<file path="src/rtl/core/sdrf_pkg.sv">
// ----------------------------------------------------------------------------
// sdrf_pkg
// shared types, constants and the per-kind threshold table of the
// sensor deadband report filter
// ----------------------------------------------------------------------------
package sdrf_pkg;

  localparam int DEVICES_DEFAULT = 16;
  localparam int SENSORS_DEFAULT = 8;

  localparam logic [31:0] TIMEOUT_RESET    = 32'd120000;
  localparam logic [15:0] FULL_SCALE_RESET = 16'd4095;
  localparam logic [15:0] GLITCH_LIMIT     = 16'hfff0;
  localparam int          PERCENT_SCALE    = 100;

  // moisture divider: quotient never exceeds the percent scale while the sample is within full scale
  localparam int DIVIDEND_W = 24;
  localparam int QUOT_W     = 7;
  localparam int STEP_W     = 3;

  localparam int CFG_INDEX_W = 1;
  localparam int CFG_DATA_W  = 32;

  typedef enum logic [CFG_INDEX_W-1:0] {
    CFG_REPORT_TIMEOUT = 1'b0,
    CFG_ADC_FULL_SCALE = 1'b1
  } cfg_index_t;

  typedef enum logic [3:0] {
    KIND_BATTERY     = 4'd0,
    KIND_LIGHT       = 4'd1,
    KIND_MOTION      = 4'd2,
    KIND_MOISTURE    = 4'd3,
    KIND_TEMPERATURE = 4'd4,
    KIND_CONTACT     = 4'd5,
    KIND_FACE        = 4'd6,
    KIND_PARTICLES   = 4'd7,
    KIND_UV          = 4'd8,
    KIND_AGS_AIR     = 4'd9,
    KIND_PMS_AIR     = 4'd10,
    KIND_CCS_AIR     = 4'd11,
    KIND_FORCE       = 4'd12
  } kind_t;

  localparam logic [3:0] KIND_COUNT = 4'd13;

  // deadband threshold chosen when a slot is claimed
  function automatic logic [1:0] kind_threshold(input logic [3:0] kind);
    logic [1:0] thr;
    case (kind)
      KIND_BATTERY:   thr = 2'd1;
      KIND_MOISTURE:  thr = 2'd2;
      KIND_PARTICLES: thr = 2'd2;
      KIND_UV:        thr = 2'd1;
      KIND_AGS_AIR:   thr = 2'd1;
      KIND_PMS_AIR:   thr = 2'd1;
      KIND_CCS_AIR:   thr = 2'd1;
      default:        thr = 2'd0;
    endcase
    return thr;
  endfunction

  typedef struct packed {
    logic        used;
    logic [1:0]  thr;
    logic [15:0] value;
    logic [31:0] time_ms;
  } slot_entry_t;

  localparam int ENTRY_W = $bits(slot_entry_t);

  typedef struct packed {
    logic load;
    logic clear;
    logic commit;
  } ctrl_cmd_t;

  typedef struct packed {
    logic clear_last;
    logic moisture;
    logic div_done;
  } dp_status_t;

endpackage

</file>
<file path="src/rtl/core/sdrf_ctrl.sv">
// ----------------------------------------------------------------------------
// sdrf_ctrl
// sequencer: clearing sweep, slot read, divider wait, commit
// ----------------------------------------------------------------------------
module sdrf_ctrl (
  input  logic                  clk,
  input  logic                  rst,
  input  logic                  start,
  input  sdrf_pkg::dp_status_t  status,
  output sdrf_pkg::ctrl_cmd_t   cmd,
  output logic                  busy
);

  typedef enum logic [4:0] {
    S_CLEAR  = 5'b00001,
    S_IDLE   = 5'b00010,
    S_READ   = 5'b00100,
    S_DIV    = 5'b01000,
    S_FINISH = 5'b10000
  } state_t;

  state_t state;
  state_t state_next;

  always_ff @(posedge clk) begin
    if (rst) begin
      state <= S_CLEAR;
    end else begin
      state <= state_next;
    end
  end

  always_comb begin
    state_next = state;
    cmd        = '0;
    case (state)
      S_CLEAR: begin
        cmd.clear = 1'b1;
        if (status.clear_last) begin
          state_next = S_IDLE;
        end
      end
      S_IDLE: begin
        if (start) begin
          cmd.load   = 1'b1;
          state_next = S_READ;
        end
      end
      S_READ: begin
        state_next = status.moisture ? S_DIV : S_FINISH;
      end
      S_DIV: begin
        if (status.div_done) begin
          state_next = S_FINISH;
        end
      end
      S_FINISH: begin
        cmd.commit = 1'b1;
        state_next = S_IDLE;
      end
      default: begin
        state_next = S_CLEAR;
      end
    endcase
  end

  assign busy = rst || (state != S_IDLE);

endmodule

</file>
<file path="config.mk">
export PLATFORM = sky130hd
export DESIGN_NAME = sdrf_ctrl
export DESIGN_NICKNAME = d
export VERILOG_FILES = /design/src/rtl/core/sdrf_pkg.sv /design/src/rtl/core/sdrf_ctrl.sv
export SDC_FILE = /design/constraint.sdc
export NUM_CORES = 1
export LEC_CHECK = 0
export BUFFER_PORTS_ARGS = -buffer_cell sky130_fd_sc_hd__buf_4
export CAP_MARGIN = 20
export CORE_MARGIN = 3
export CORE_UTILIZATION = 25
export DETAILED_ROUTE_END_ITERATION = 8
export PLACE_DENSITY = 0.54
export REMOVE_ABC_BUFFERS = 1
export SYNTH_ARGS = -nofsm -noshare
export SYNTH_HDL_FRONTEND = slang
export SYNTH_SLANG_ARGS = --single-unit
</file>
<file path="constraint.sdc">
create_clock -name clk -period 2.2 [get_ports clk]
set_input_delay 0.22 -clock clk [delete_from_list [all_inputs] [get_ports clk]]
set_output_delay 0.22 -clock clk [all_outputs]
set_load 0.02 [all_outputs]
</file>
==> results of run 1 <==
[synth_stat cells, drive strengths merged]
library cell,number,area share
buf,5,0.11
dfxtp,5,0.27
nor2,4,0.041
nor3,4,0.068
and3b,3,0.071
nor3b,3,0.061
a21oi,2,0.027
mux2i,2,0.054
nand4b,2,0.047
nor4,2,0.068
xor2,2,0.047
a21o,1,0.020
a22o,1,0.024
and3,1,0.017
and4,1,0.024
nand3,1,0.014
o31ai,1,0.020
or3,1,0.017
[worst reg2reg max path: cells and delay by family, from the launching register on]
family,cells,cell delay [ns]
compound gates,1,0.26
flops,1,0.51
simple gates,2,0.36
[stage by stage]
stage	area [um2]	std cells	setup slack [ns]	power [mW]	hold slack, ns
after floorplan	329	36	1.03	0.228	0.318
after global placement	415	60	0.924	0.275	0.442
after detailed placement	415	60	0.916	0.273	0.440
after CTS	442	64	0.643	0.387	0.181
after global routing	442	64	0.560	0.409	0.201
final	442	64	0.672	0.379	0.188
[power by group]
part / switching, mW / internal (mW) / total [mW]
Combinational: 0.0648 / 0.0686 / 0.133
Sequential: 0.0327 / 0.104 / 0.137
Clock: 0.0402 / 0.0687 / 0.109
Total: 0.138 / 0.241 / 0.379
[path summary, 6_finish.rpt]
kind	from	endpoint	slack (ns)	depth (start not counted)
max reg2reg	state[0]	state[1]	0.96	3
max	state[3]	cmd[0]	0.67	3
min reg2reg	state[3]	state[3]	0.61	2
min	rst	state[0]	0.19	3
[per-layer routing]
metal	vias to the layer above	track usage	routed length [um]
met4	0	0.0904	18
met1	143	0.108	353
met5	-	0	0
met3	2	0.0285	51
li1	166	-	-
met2	11	0.116	330
[final cells by class]
| cell class | instances | area [um2] | share of cell area |
|---|---|---|---|
| multi-input combinational | 31 | 229 | 0.518 |
| clock buffer | 4 | 26.3 | 0.0595 |
| sequential | 5 | 100 | 0.227 |
| timing repair buffer | 9 | 67.6 | 0.153 |
| tap | 15 | 18.8 | 0.0425 |
[cell families after synthesis]
logic type | count (synthesis) | synth area share
compound gates | 5 | 0.0915
xor+xnor | 2 | 0.0475
buf+inv | 5 | 0.108
flops | 5 | 0.271
mux | 2 | 0.0542
simple gates | 22 | 0.427
==> flow_summary.rst, run 1 <==
.. list-table::
   :header-rows: 1

   * - Metric
     - Value
   * - Via count of the first global-routing pass
     - 276
   * - Max reg flops
     - 5
   * - Share of the core filled with cells
     - 0.327
   * - Worst IR Drop VDD
     - 244 uV
   * - Cells after Synth
     - 41
   * - Crit end category
     - primary output
   * - TritonCTS clock tree
     - built
   * - Remaining number of nets flagged by the antenna check after routing
     - 0
   * - Clock buffer count from CTS
     - 3
   * - Standard-cell rows
     - 13
   * - Biggest fanout along the worst timing path
     - 11
   * - Buffer count from post-CTS setup fixing
     - 0
   * - Timing-limited maximum frequency
     - 0.654 GHz
   * - Height of the die
     - 44.4 um
   * - Clock tree root driver cell
     - sky130_fd_sc_hd__clkbuf_4
   * - Syn_area_per_cell
     - 9.00 um2
   * - Critical path class
     - reg -> out
   * - Critical Path Slowest Stage Cell
     - sky130_fd_sc_hd__dfxtp_1
   * - Number of buffers and inverters on the critical path
     - 1
   * - RSZ-0062 raised after global routing
     - no
   * - Max Buffers Root-to-Sink
     - 2
   * - Vias
     - 322
   * - Endpoints failing hold
     - 0
   * - Critical path launch point type
     - flip-flop
   * - Detail-routed net length per standard cell
     - 11.8 um
   * - Sum Neg Setup Slack
     - 0 ns
   * - Total Routing Usage GR
     - 0.0884
   * - Number of design rule violations left after detail routing
     - 0
   * - Core Region
     - 0.00135 mm2
   * - Number of hold buffers added after cts
     - 0
   * - DR pass1 iterations
     - 2
   * - Number of resized instances in the post-cts repair step
     - 0
   * - Count of pins over their slew limit
     - 0
   * - Diode insertion count for antenna repair
     - 0
   * - Number of violations of the max-capacitance limit
     - 0
   * - Top Registers
     - state: 5 flops
   * - Commonest cells after routing, fill and taps aside
     - sky130_fd_sc_hd__buf_4, sky130_fd_sc_hd__dfxtp_1, sky130_fd_sc_hd__nor2_1
   * - Register ranked first by flip-flop count
     - state
   * - Delay of the slowest critical-path stage
     - 0.40 ns
   * - Count of distinct cell types in the synthesized netlist
     - 21
   * - Clock-pin slew reported for the worst setup and hold paths after clock tree synthesis
     - 0.04 ns
   * - Kind of path behind the tightest hold check
     - in -> reg
   * - Port Buf Inserts
     - 9
   * - Largest delay share family, worst path
     - simple AND/OR/NAND/NOR gates
   * - #FFs+latches synth
     - 5
   * - Required time at the endpoint of the critical path
     - 1.98 ns
   * - Layout cell share with drive strength beyond 1
     - 0.306
   * - Total power density per cell area
     - 858 mW/mm2
   * - Total half-perimeter wirelength after legalization and detailed placement
     - 567 um
   * - Leading cell type in the layout, fill and taps excluded
     - sky130_fd_sc_hd__buf_4
   * - Cell Chain, Critical Path
     - nor3_1 > and3b_1 > buf_4
   * - Clk Latency, worst-skew pair
     - 0.24 ns
   * - Crit path time final
     - 1.53 ns
   * - Drt via density
     - 5.03
   * - Netlist area before placement
     - 369 um2
   * - # IOs
     - 10
   * - DRC marker count from the first detailed-route iteration
     - 4
   * - Routability-driven placement congestion ratio
     - 0.716
   * - Overflow left after global routing
     - 0
   * - Initial antenna violation count
     - 0
   * - Syn-to-layout area delta
     - 19.7%
   * - Count of synthesis-stage warnings from yosys
     - 0
   * - Arr. time, crit path
     - 1.31 ns
   * - Outcome
     - completed
   * - Number of inserted filler cells in the final layout
     - 147
   * - First-pass GRT wire length
     - 1210 um
   * - Portion of the post-synthesis area used by sequential elements
     - 0.271
   * - Clock Sinks
     - 5
   * - Final clock period utilization by the worst path
     - 0.695
   * - Die Wd
     - 44.4 um
   * - Final count of negative-setup-slack endpoints
     - 0
   * - Slew at the pin closest to its max-slew limit
     - 0.341 ns
   * - Area enclosed by the die boundary
     - 0.00197 mm2
   * - Leakage component of the power
     - 0.180 nW
   * - Pin count of the biggest net entering global routing
     - 12
   * - Worst setup skew after layout
     - 0.000849 ns
   * - Maximum level of the CTS H-tree
     - 1
   * - WL final
     - 754 um
   * - Fin nets
     - 56
   * - Headroom to the max-slew limit
     - 0.773
   * - Effective utilization at floorplan
     - 0.273
No activity file was read; power rests on OpenSTA's default activity.
==> run 2, diff against run 1 <==
--- a/config.mk
+++ b/config.mk
@@ -5,12 +5,13 @@
 export SDC_FILE = /design/constraint.sdc
 export NUM_CORES = 1
 export LEC_CHECK = 0
+export ABC_AREA = 1
 export BUFFER_PORTS_ARGS = -buffer_cell sky130_fd_sc_hd__buf_4
 export CAP_MARGIN = 20
 export CORE_MARGIN = 3
 export CORE_UTILIZATION = 25
 export DETAILED_ROUTE_END_ITERATION = 8
-export PLACE_DENSITY = 0.54
+export PLACE_DENSITY = 0.56
 export REMOVE_ABC_BUFFERS = 1
 export SYNTH_ARGS = -nofsm -noshare
 export SYNTH_HDL_FRONTEND = slang
==> constraint.sdc (replaced) <==
create_clock -name clk -period 1.3 [get_ports clk]
set_input_delay 0.13 -clock clk [delete_from_list [all_inputs] [get_ports clk]]
set_output_delay 0.13 -clock clk [all_outputs]
set_load 0.02 [all_outputs]
==> run 2 against run 1 <==
Total power rose by 140%. First-iteration DRC count grew to 2.8 times the previous value. Register-to-register slack worse by 0.70 ns. Non-clock buffer count increased by 1. Clock-buffer cell count stayed put. Critical path type unchanged. Highest routed layer unchanged.
==> flow_summary.rst, run 2 <==
.. list-table::
   :header-rows: 1

   * - Metric
     - Value
   * - Outcome
     - completed
   * - Top-area cell type share of the netlist area
     - 0.289 (+0.0176)
   * - Final count of negative-setup-slack endpoints
     - 0 (unchanged)
   * - Portion of the post-synthesis area used by sequential elements
     - 0.289 (+0.0176)
   * - Prevailing post-synth register cell
     - sky130_fd_sc_hd__dfxtp_1
   * - Final instance count without filler cells
     - 77 (+20%)
   * - Critical path launch point type
     - flip-flop
   * - Initial antenna violation count
     - 0 (unchanged)
   * - Overflow left after global routing
     - 0 (unchanged)
   * - Port Buf Inserts
     - 9 (unchanged)
   * - Sum Neg Setup Slack
     - 0 ns (unchanged)
   * - First-pass GRT wire length
     - 1170 um (-3.4%)
   * - DRC marker count from the first detailed-route iteration
     - 11 (+7)
   * - Dominant combinational cell family by area after synthesis
     - simple AND/OR/NAND/NOR gates
   * - Clock tree root driver cell
     - sky130_fd_sc_hd__clkbuf_4
   * - Multiplexer share of the synthesized area
     - 0 (-0.0542)
   * - Effective utilization at floorplan
     - 0.289 (+0.0151)
   * - Clock Sinks
     - 5 (unchanged)
   * - Worst setup skew after layout
     - 0.00451 ns (+0.00366 ns)
   * - Leading cell type in the layout, fill and taps excluded
     - sky130_fd_sc_hd__buf_4
   * - Net switching share of the total power
     - 0.440 (+0.0765)
   * - DR pass1 iterations
     - 4 (+2)
   * - Commonest cells after routing, fill and taps aside
     - sky130_fd_sc_hd__buf_4, sky130_fd_sc_hd__inv_1, sky130_fd_sc_hd__inv_2, sky130_fd_sc_hd__nand3_1, sky130_fd_sc_hd__nor2_1
   * - Global-route track usage on met3
     - 0.0127 (-0.0157)
   * - Count of synthesis-stage warnings from yosys
     - 0 (unchanged)
   * - Remaining number of nets flagged by the antenna check after routing
     - 0 (unchanged)
   * - Max Buffers Root-to-Sink
     - 2 (unchanged)
   * - Synthesized-area fraction occupied by and/or/nand/nor cells
     - 0.531 (+0.104)
   * - Share of the core filled with cells
     - 0.405 (+0.0781)
   * - RSZ-0062 raised after global routing
     - yes
   * - Clk Latency, worst-skew pair
     - 0.25 ns (about the same)
   * - Gr busiest metal
     - met2
   * - Required time at the endpoint of the critical path
     - 1.17 ns (-0.81 ns)
   * - Standard-cell rows
     - 12 (-1)
   * - TritonCTS clock tree
     - built
   * - Total net switching power
     - 0.396 mW (+190%)
   * - Largest delay share family, worst path
     - simple AND/OR/NAND/NOR gates
   * - Number of buffers and inverters on the critical path
     - 2 (+1)
   * - Layout cell share with drive strength beyond 1
     - 0.540 (+0.234)
   * - Count of distinct cell types in the synthesized netlist
     - 16 (-24%)
   * - Met2 capacity usage during global routing
     - 0.121 (+0.00466)
   * - Height of the die
     - 43.2 um (-2.7%)
   * - Top Registers
     - state: 5 flops
   * - Critical Path Slowest Stage Cell
     - sky130_fd_sc_hd__dfxtp_2
   * - Kind of path behind the tightest hold check
     - in -> reg
   * - Endpoints failing hold
     - 0 (unchanged)
   * - Via count of the first global-routing pass
     - 300 (+8.7%)
   * - Total half-perimeter wirelength after legalization and detailed placement
     - 575 um (+1.5%)
   * - Area enclosed by the die boundary
     - 0.00187 mm2 (-5.3%)
   * - Fraction of synthesis flops using an asynchronous set or reset pin
     - 0 (unchanged)
   * - # IOs
     - 10 (unchanged)
   * - Most used standard cell by instance count after synthesis
     - sky130_fd_sc_hd__inv_1
   * - Vias
     - 367 (+14%)
   * - Post-synth top area cell
     - sky130_fd_sc_hd__dfxtp_1
   * - Pwr Total
     - 0.899 mW (+140%)
   * - Timing-limited maximum frequency
     - 0.788 GHz
   * - Slew at the pin closest to its max-slew limit
     - 0.208 ns (-0.133 ns)
   * - Delay of the slowest critical-path stage
     - 0.33 ns (-0.07 ns)
   * - Leakage component of the power
     - 0.232 nW (+29%)
   * - Total power density per cell area
     - 1850 mW/mm2 (+120%)
   * - Int Power
     - 0.504 mW (+110%)
   * - Crit path time final
     - 1.27 ns
   * - Routability-driven placement congestion ratio
     - 0.729 (+1.7%)
   * - Critical path class
     - reg -> out
   * - Detail-routed net length per standard cell
     - 9.45 um (-20%)
   * - Worst IR Drop VDD
     - 798 uV (+230%)
   * - Maximum level of the CTS H-tree
     - 1 (unchanged)
   * - Met1 capacity usage during global routing
     - 0.102 (-0.00560)
   * - Arr. time, crit path
     - 1.14 ns (-0.17 ns)
   * - Pin count of the biggest net entering global routing
     - 10 (-2)
   * - WL final
     - 728 um (-3.4%)
   * - Die Wd
     - 43.2 um (-2.7%)
   * - Number of synthesized flops with an enable pin
     - 0 (unchanged)
   * - Core Region
     - 0.00120 mm2 (-11%)
   * - Diode insertion count for antenna repair
     - 0 (unchanged)
   * - Crit end category
     - primary output
   * - Adder and majority cell fraction of the synthesized area
     - 0 (unchanged)
   * - Max reg flops
     - 5 (unchanged)
   * - Number of violations of the max-capacitance limit
     - 0 (unchanged)
   * - Cells after Synth
     - 49 (+20%)
   * - Parity-gate share of the synthesized area counting xor and xnor cells
     - 0 (-0.0475)
   * - Drt via density
     - 4.77 (-5.3%)
   * - Number of placed instances with taps included
     - 72 (+20%)
   * - Register ranked first by flip-flop count
     - state
   * - Fin nets
     - 70 (+25%)
   * - Area fraction in compound gates after synthesis
     - 0.0505 (-0.0410)
   * - Total Routing Usage GR
     - 0.0853 (-0.00308)
   * - Seq pwr share
     - 0.294 (-0.066)
   * - Headroom to the max-slew limit
     - 0.861 (+0.0885)
   * - Clock-pin slew reported for the worst setup and hold paths after clock tree synthesis
     - 0.04 ns (about the same)
   * - Syn-to-layout area delta
     - 40.4%
   * - Biggest fanout along the worst timing path
     - 5 (-6)
   * - Cell Chain, Critical Path
     - nor2_4 > nand3_2 > inv_1 > nand2_1 > buf_4
   * - Part of the total power dissipated in the clock network
     - 0.203 (-0.085)
   * - #FFs+latches synth
     - 5 (unchanged)
   * - Syn_area_per_cell
     - 7.07 um2 (-21%)
   * - Number of design rule violations left after detail routing
     - 0 (unchanged)
   * - Relative contribution of combinational cells to total power
     - 0.503 (+0.151)
   * - Netlist area before placement
     - 347 um2 (-6.1%)
   * - Final clock period utilization by the worst path
     - 0.976
   * - Number of inserted filler cells in the final layout
     - 142 (-3.4%)
   * - Count of pins over their slew limit
     - 0 (unchanged)
   * - Leading cell types by total area after synthesis
     - sky130_fd_sc_hd__dfxtp_1, sky130_fd_sc_hd__nor2_4, sky130_fd_sc_hd__nand3_1, sky130_fd_sc_hd__inv_1, sky130_fd_sc_hd__nand4_2
   * - Commonest cells post-synth
     - sky130_fd_sc_hd__inv_1, sky130_fd_sc_hd__nand3_1, sky130_fd_sc_hd__nor2_1, sky130_fd_sc_hd__dfxtp_1
   * - Clock buffer count from CTS
     - 3 (unchanged)
-- run 2: cell count changes after synthesis, sizes merged, moves of 5 or more --
cell   delta
buf       -5
inv      +12
nand3     +6
nand4     +5
nor2      +9
-- run 2: area by class of cell --
cell class                      instances  area (um2)  area share
Multi-Input combinational cell         32         214       0.440
Inverter                               12        45.0      0.0925
Tap cell                               14        17.5      0.0360
Sequential cell                         5         109       0.224
Clock buffer                            4        26.3      0.0540
Timing Repair Buffer                   10        75.1       0.154
-- run 2: routing by layer --
metal	up-vias	share of wire
met5	-	0
met4	0	0.051
met3	7	0.074
met2	18	0.45
met1	155	0.42
li1	187	-
-- run 2: cell families after synthesis --
| kind of cell | after synthesis |
|---|---|
| buffers and inverters | 12 |
| AND/OR/NAND/NOR | 29 |
| flip-flops | 5 |
| AO/OA/AOI/OAI | 3 |
-- run 2: path summary, 6_finish.rpt --
path | from | end | slack (ns) | depth (start not counted)
worst max-delay path | state[2] | busy | 0.03 | 5
worst min-delay path | rst | state[2] | 0.05 | 2
worst max register to register | state[2] | state[0] | 0.26 | 5
worst min register to register | state[2] | state[3] | 0.60 | 4
-- run 2: power by group through the flow --
stage | registers, mW | clock network (mW) | logic [mW]
6_report | 0.264 | 0.183 | 0.452
3_5_place_dp | 0.240 | 0 | 0.428
3_3_place_gp | 0.239 | 0 | 0.425
5_1_grt | 0.271 | 0.199 | 0.498
4_1_cts | 0.243 | 0.187 | 0.435
2_1_floorplan | 0.235 | 0 | 0.322
-- run 2: what timing repair did --
item / CTS / global route
hold buffers: 0 / 0
endpoints found under the setup margin: 2 / 3
setup buffers: 0 / 1
resized for setup: 3 / 6
pin swaps: 1 / 3
hold endpoints to repair: 0 / 0
-- run 2: stage by stage --
step	setup WS (ns)	hold slack (ns)	instance area [um2]
CTS	0.00711	0.0603	467
global route	-0.0182	0.0494	487
detailed placement	0.184	0.313	432
floorplan	0.202	0.199	347
finish	0.0310	0.0546	487
global placement	0.198	0.313	432
-- run 2: worst register-to-register path, cell delays in order, from the launching register on --
cell and delay [ns]:
sky130_fd_sc_hd__dfxtp_2 0.33, sky130_fd_sc_hd__nor2_4 0.18, sky130_fd_sc_hd__nand3_2 0.12, sky130_fd_sc_hd__buf_4 0.16, sky130_fd_sc_hd__nand3_1 0.07, sky130_fd_sc_hd__o21bai_1 0.07
==> run 3, diff against run 2 <==
--- a/config.mk
+++ b/config.mk
@@ -6,12 +6,11 @@
 export NUM_CORES = 1
 export LEC_CHECK = 0
 export ABC_AREA = 1
-export BUFFER_PORTS_ARGS = -buffer_cell sky130_fd_sc_hd__buf_4
+export BUFFER_PORTS_ARGS = -buffer_cell sky130_fd_sc_hd__buf_2
 export CAP_MARGIN = 20
-export CORE_MARGIN = 3
+export CORE_MARGIN = 8
 export CORE_UTILIZATION = 25
 export DETAILED_ROUTE_END_ITERATION = 8
-export PLACE_DENSITY = 0.56
 export REMOVE_ABC_BUFFERS = 1
 export SYNTH_ARGS = -nofsm -noshare
 export SYNTH_HDL_FRONTEND = slang
==> run 3 against run 2 <==
Design area is 2.3% higher. Total power is 1.3% higher. Cell count rose by 2.6%. Routed wire length rose by 15%. Flip-flop and latch count unchanged. Global-route usage fell by 2.1 points. Setup slack lost 0.0077 ns. First-iteration DRC count shrank 18%. Sequential power about the same.
==> flow_summary.rst, run 3 (synthesis gave the netlist of run 2 again) <==
.. list-table::
   :header-rows: 1

   * - Metric
     - Value
   * - Clock Sinks
     - 5 (unchanged)
   * - Biggest fanout along the worst timing path
     - 4 (-1)
   * - Relative contribution of combinational cells to total power
     - 0.512 (+0.009)
   * - Post-route standard cell area excluding fillers
     - 498 um2 (+2.3%)
   * - # IOs
     - 10 (unchanged)
   * - Area enclosed by the die boundary
     - 0.00283 mm2 (+52%)
   * - Overflow left after global routing
     - 0 (unchanged)
   * - Layout cell share with drive strength beyond 1
     - 0.578 (+0.0384)
   * - Maximum level of the CTS H-tree
     - 1 (unchanged)
   * - Int Power
     - 0.502 mW (-0.27%)
   * - First-pass GRT wire length
     - 1300 um (+11%)
   * - Number of violations of the max-capacitance limit
     - 0 (unchanged)
   * - Height of the die
     - 53.2 um (+23%)
   * - Number of design rule violations left after detail routing
     - 0 (unchanged)
   * - Timing-limited maximum frequency
     - 0.783 GHz (-0.60%)
   * - Worst hold-check slack
     - 0.0776 ns (+0.0230 ns)
   * - Clock buffer count from CTS
     - 3 (unchanged)
   * - Effective utilization at floorplan
     - 0.266 (-0.0222)
   * - Seq pwr share
     - 0.287 (-0.007)
   * - Total Routing Usage GR
     - 0.0648 (-0.0206)
   * - Clock-pin slew reported for the worst setup and hold paths after clock tree synthesis
     - 0.05 ns (about the same)
   * - Endpoints failing hold
     - 0 (unchanged)
   * - Crit end category
     - primary output
   * - Net switching share of the total power
     - 0.448 (+0.00839)
   * - Die Wd
     - 53.2 um (+23%)
   * - Via count of the first global-routing pass
     - 321 (+7.0%)
   * - Routability-driven placement congestion ratio
     - 0.682 (-6.4%)
   * - Pin count of the biggest net entering global routing
     - 10 (unchanged)
   * - Total half-perimeter wirelength after legalization and detailed placement
     - 667 um (+16%)
   * - Remaining number of nets flagged by the antenna check after routing
     - 0 (unchanged)
   * - Kind of path behind the tightest hold check
     - in -> reg
   * - Port Buf Inserts
     - 9 (unchanged)
   * - Headroom to the max-slew limit
     - 0.856 (-0.00508)
   * - Critical path launch point type
     - flip-flop
   * - Diode insertion count for antenna repair
     - 0 (unchanged)
   * - Drt via density
     - 4.52 (-5.2%)
   * - Initial antenna violation count
     - 0 (unchanged)
   * - Critical path class
     - reg -> out
   * - Commonest cells after routing, fill and taps aside
     - sky130_fd_sc_hd__inv_2, sky130_fd_sc_hd__inv_1, sky130_fd_sc_hd__nor2_2, sky130_fd_sc_hd__nand3_1, sky130_fd_sc_hd__buf_2
   * - TritonCTS clock tree
     - built
   * - Number of cells on the worst hold path
     - 2 (unchanged)
   * - Cell area reported after detailed placement
     - 410 um2 (-4.9%)
   * - Max reg flops
     - 5 (unchanged)
   * - Final count of negative-setup-slack endpoints
     - 0 (unchanged)
   * - Clock tree root driver cell
     - sky130_fd_sc_hd__clkbuf_4
   * - Worst setup skew after layout
     - 0.00505 ns (+0.000537 ns)
   * - Cell Chain, Critical Path
     - inv_2 > nor2_4 > nand3_4 > inv_2 > nand2_1 > buf_6
   * - Total net switching power
     - 0.408 mW (+3.2%)
   * - Cell depth of the worst flop-to-flop path
     - 6 (+1)
   * - Total power density per cell area
     - 1830 mW/mm2 (-1.0%)
   * - Core Region
     - 0.00130 mm2 (+8.3%)
   * - Sum Neg Setup Slack
     - 0 ns (unchanged)
   * - Required time at the endpoint of the critical path
     - 1.17 ns (about the same)
   * - Count of pins over their slew limit
     - 0 (unchanged)
   * - Fin nets
     - 71 (+1.4%)
   * - Leakage component of the power
     - 0.233 nW (+0.62%)
   * - Most common cell type on the critical path
     - sky130_fd_sc_hd__inv_2
   * - Max Buffers Root-to-Sink
     - 2 (unchanged)
   * - RSZ-0062 raised after global routing
     - yes
   * - Standard-cell rows
     - 13 (+1)
   * - Delay of the slowest critical-path stage
     - 0.37 ns (+0.04 ns)
   * - Register ranked first by flip-flop count
     - state
   * - Syn-to-layout area delta
     - 43.7%
   * - Crit path time final
     - 1.28 ns (+0.00771 ns)
   * - WL final
     - 839 um (+15%)
   * - Number of hold buffers added after cts
     - 0 (unchanged)
   * - Slew at the pin closest to its max-slew limit
     - 0.216 ns (+0.00761 ns)
   * - Vias
     - 357 (-2.7%)
   * - Outcome
     - completed
   * - Worst IR Drop VDD
     - 720 uV (-9.8%)
   * - DRC marker count from the first detailed-route iteration
     - 9 (-2)
   * - DR pass1 iterations
     - 3 (-1)
   * - Final clock period utilization by the worst path
     - 0.982 (+0.00593)
   * - Part of the total power dissipated in the clock network
     - 0.201 (-0.002)
   * - Share of the core filled with cells
     - 0.383 (-0.0225)
   * - Top Registers
     - state: 5 flops
   * - Arr. time, crit path
     - 1.15 ns (about the same)
   * - Detail-routed net length per standard cell
     - 10.6 um (+12%)
   * - Critical Path Slowest Stage Cell
     - sky130_fd_sc_hd__dfxtp_4
   * - Clk Latency, worst-skew pair
     - 0.25 ns (about the same)
==> run 3: metal layers <==
metal,wire (um),vias to the layer above,GRT usage,share of wire
met5,0,-,0,0
met1,360,151,0.0692,0.43
met3,90,4,0.0364,0.11
met2,363,14,0.0859,0.43
met4,23,0,0.0630,0.027
li1,-,188,-,-
==> run 3: final timing paths <==
check	slack [ns]	endpoint	startpoint
max reg2reg	0.24	state[4]	state[2]
min reg2reg	0.59	state[3]	state[2]
max	0.02	busy	state[1]
min	0.08	state[3]	rst
==> run 3: cell type report <==
| class | count | area (um2) |
|---|---|---|
| Inverter | 12 | 45.0 |
| Timing Repair Buffer | 11 | 77.6 |
| Multi-Input combinational cell | 32 | 224 |
| Clock buffer | 4 | 26.3 |
| Fill cell | 148 | 803 |
| Sequential cell | 5 | 106 |
| Tap cell | 15 | 18.8 |
==> run 3: power groups by stage <==
| stage | clock network [mW] | registers [mW] | logic, mW |
|---|---|---|---|
| after floorplan | 0 | 0.235 | 0.322 |
| after global placement | 0 | 0.239 | 0.402 |
| after detailed placement | 0 | 0.241 | 0.408 |
| after CTS | 0.190 | 0.244 | 0.415 |
| after global routing | 0.203 | 0.267 | 0.526 |
| final | 0.183 | 0.261 | 0.466 |
==> run 3: critical path: cells and delay by family (launching register included) <==
| kind | cells | cell delay [ns] |
|---|---|---|
| flip-flops | 1 | 0.37 |
| AND/OR/NAND/NOR | 3 | 0.29 |
| buffers and inverters | 3 | 0.24 |
==> run 3: stage by stage <==
step                      std cells  setup slack [ns]  power (mW)
after floorplan                  49             0.202       0.557
after global placement           73             0.209       0.641
after detailed placement         73             0.164       0.649
after CTS                        77           0.00209       0.848
after global routing             79           -0.0525       0.996
final                            79            0.0232       0.910
==> run 3: repair_timing <==
item,4_1_cts,5_1_grt
pin swaps,1,4
setup endpoints to repair,2,4
setup buffers,0,2
gates resized for setup,3,14
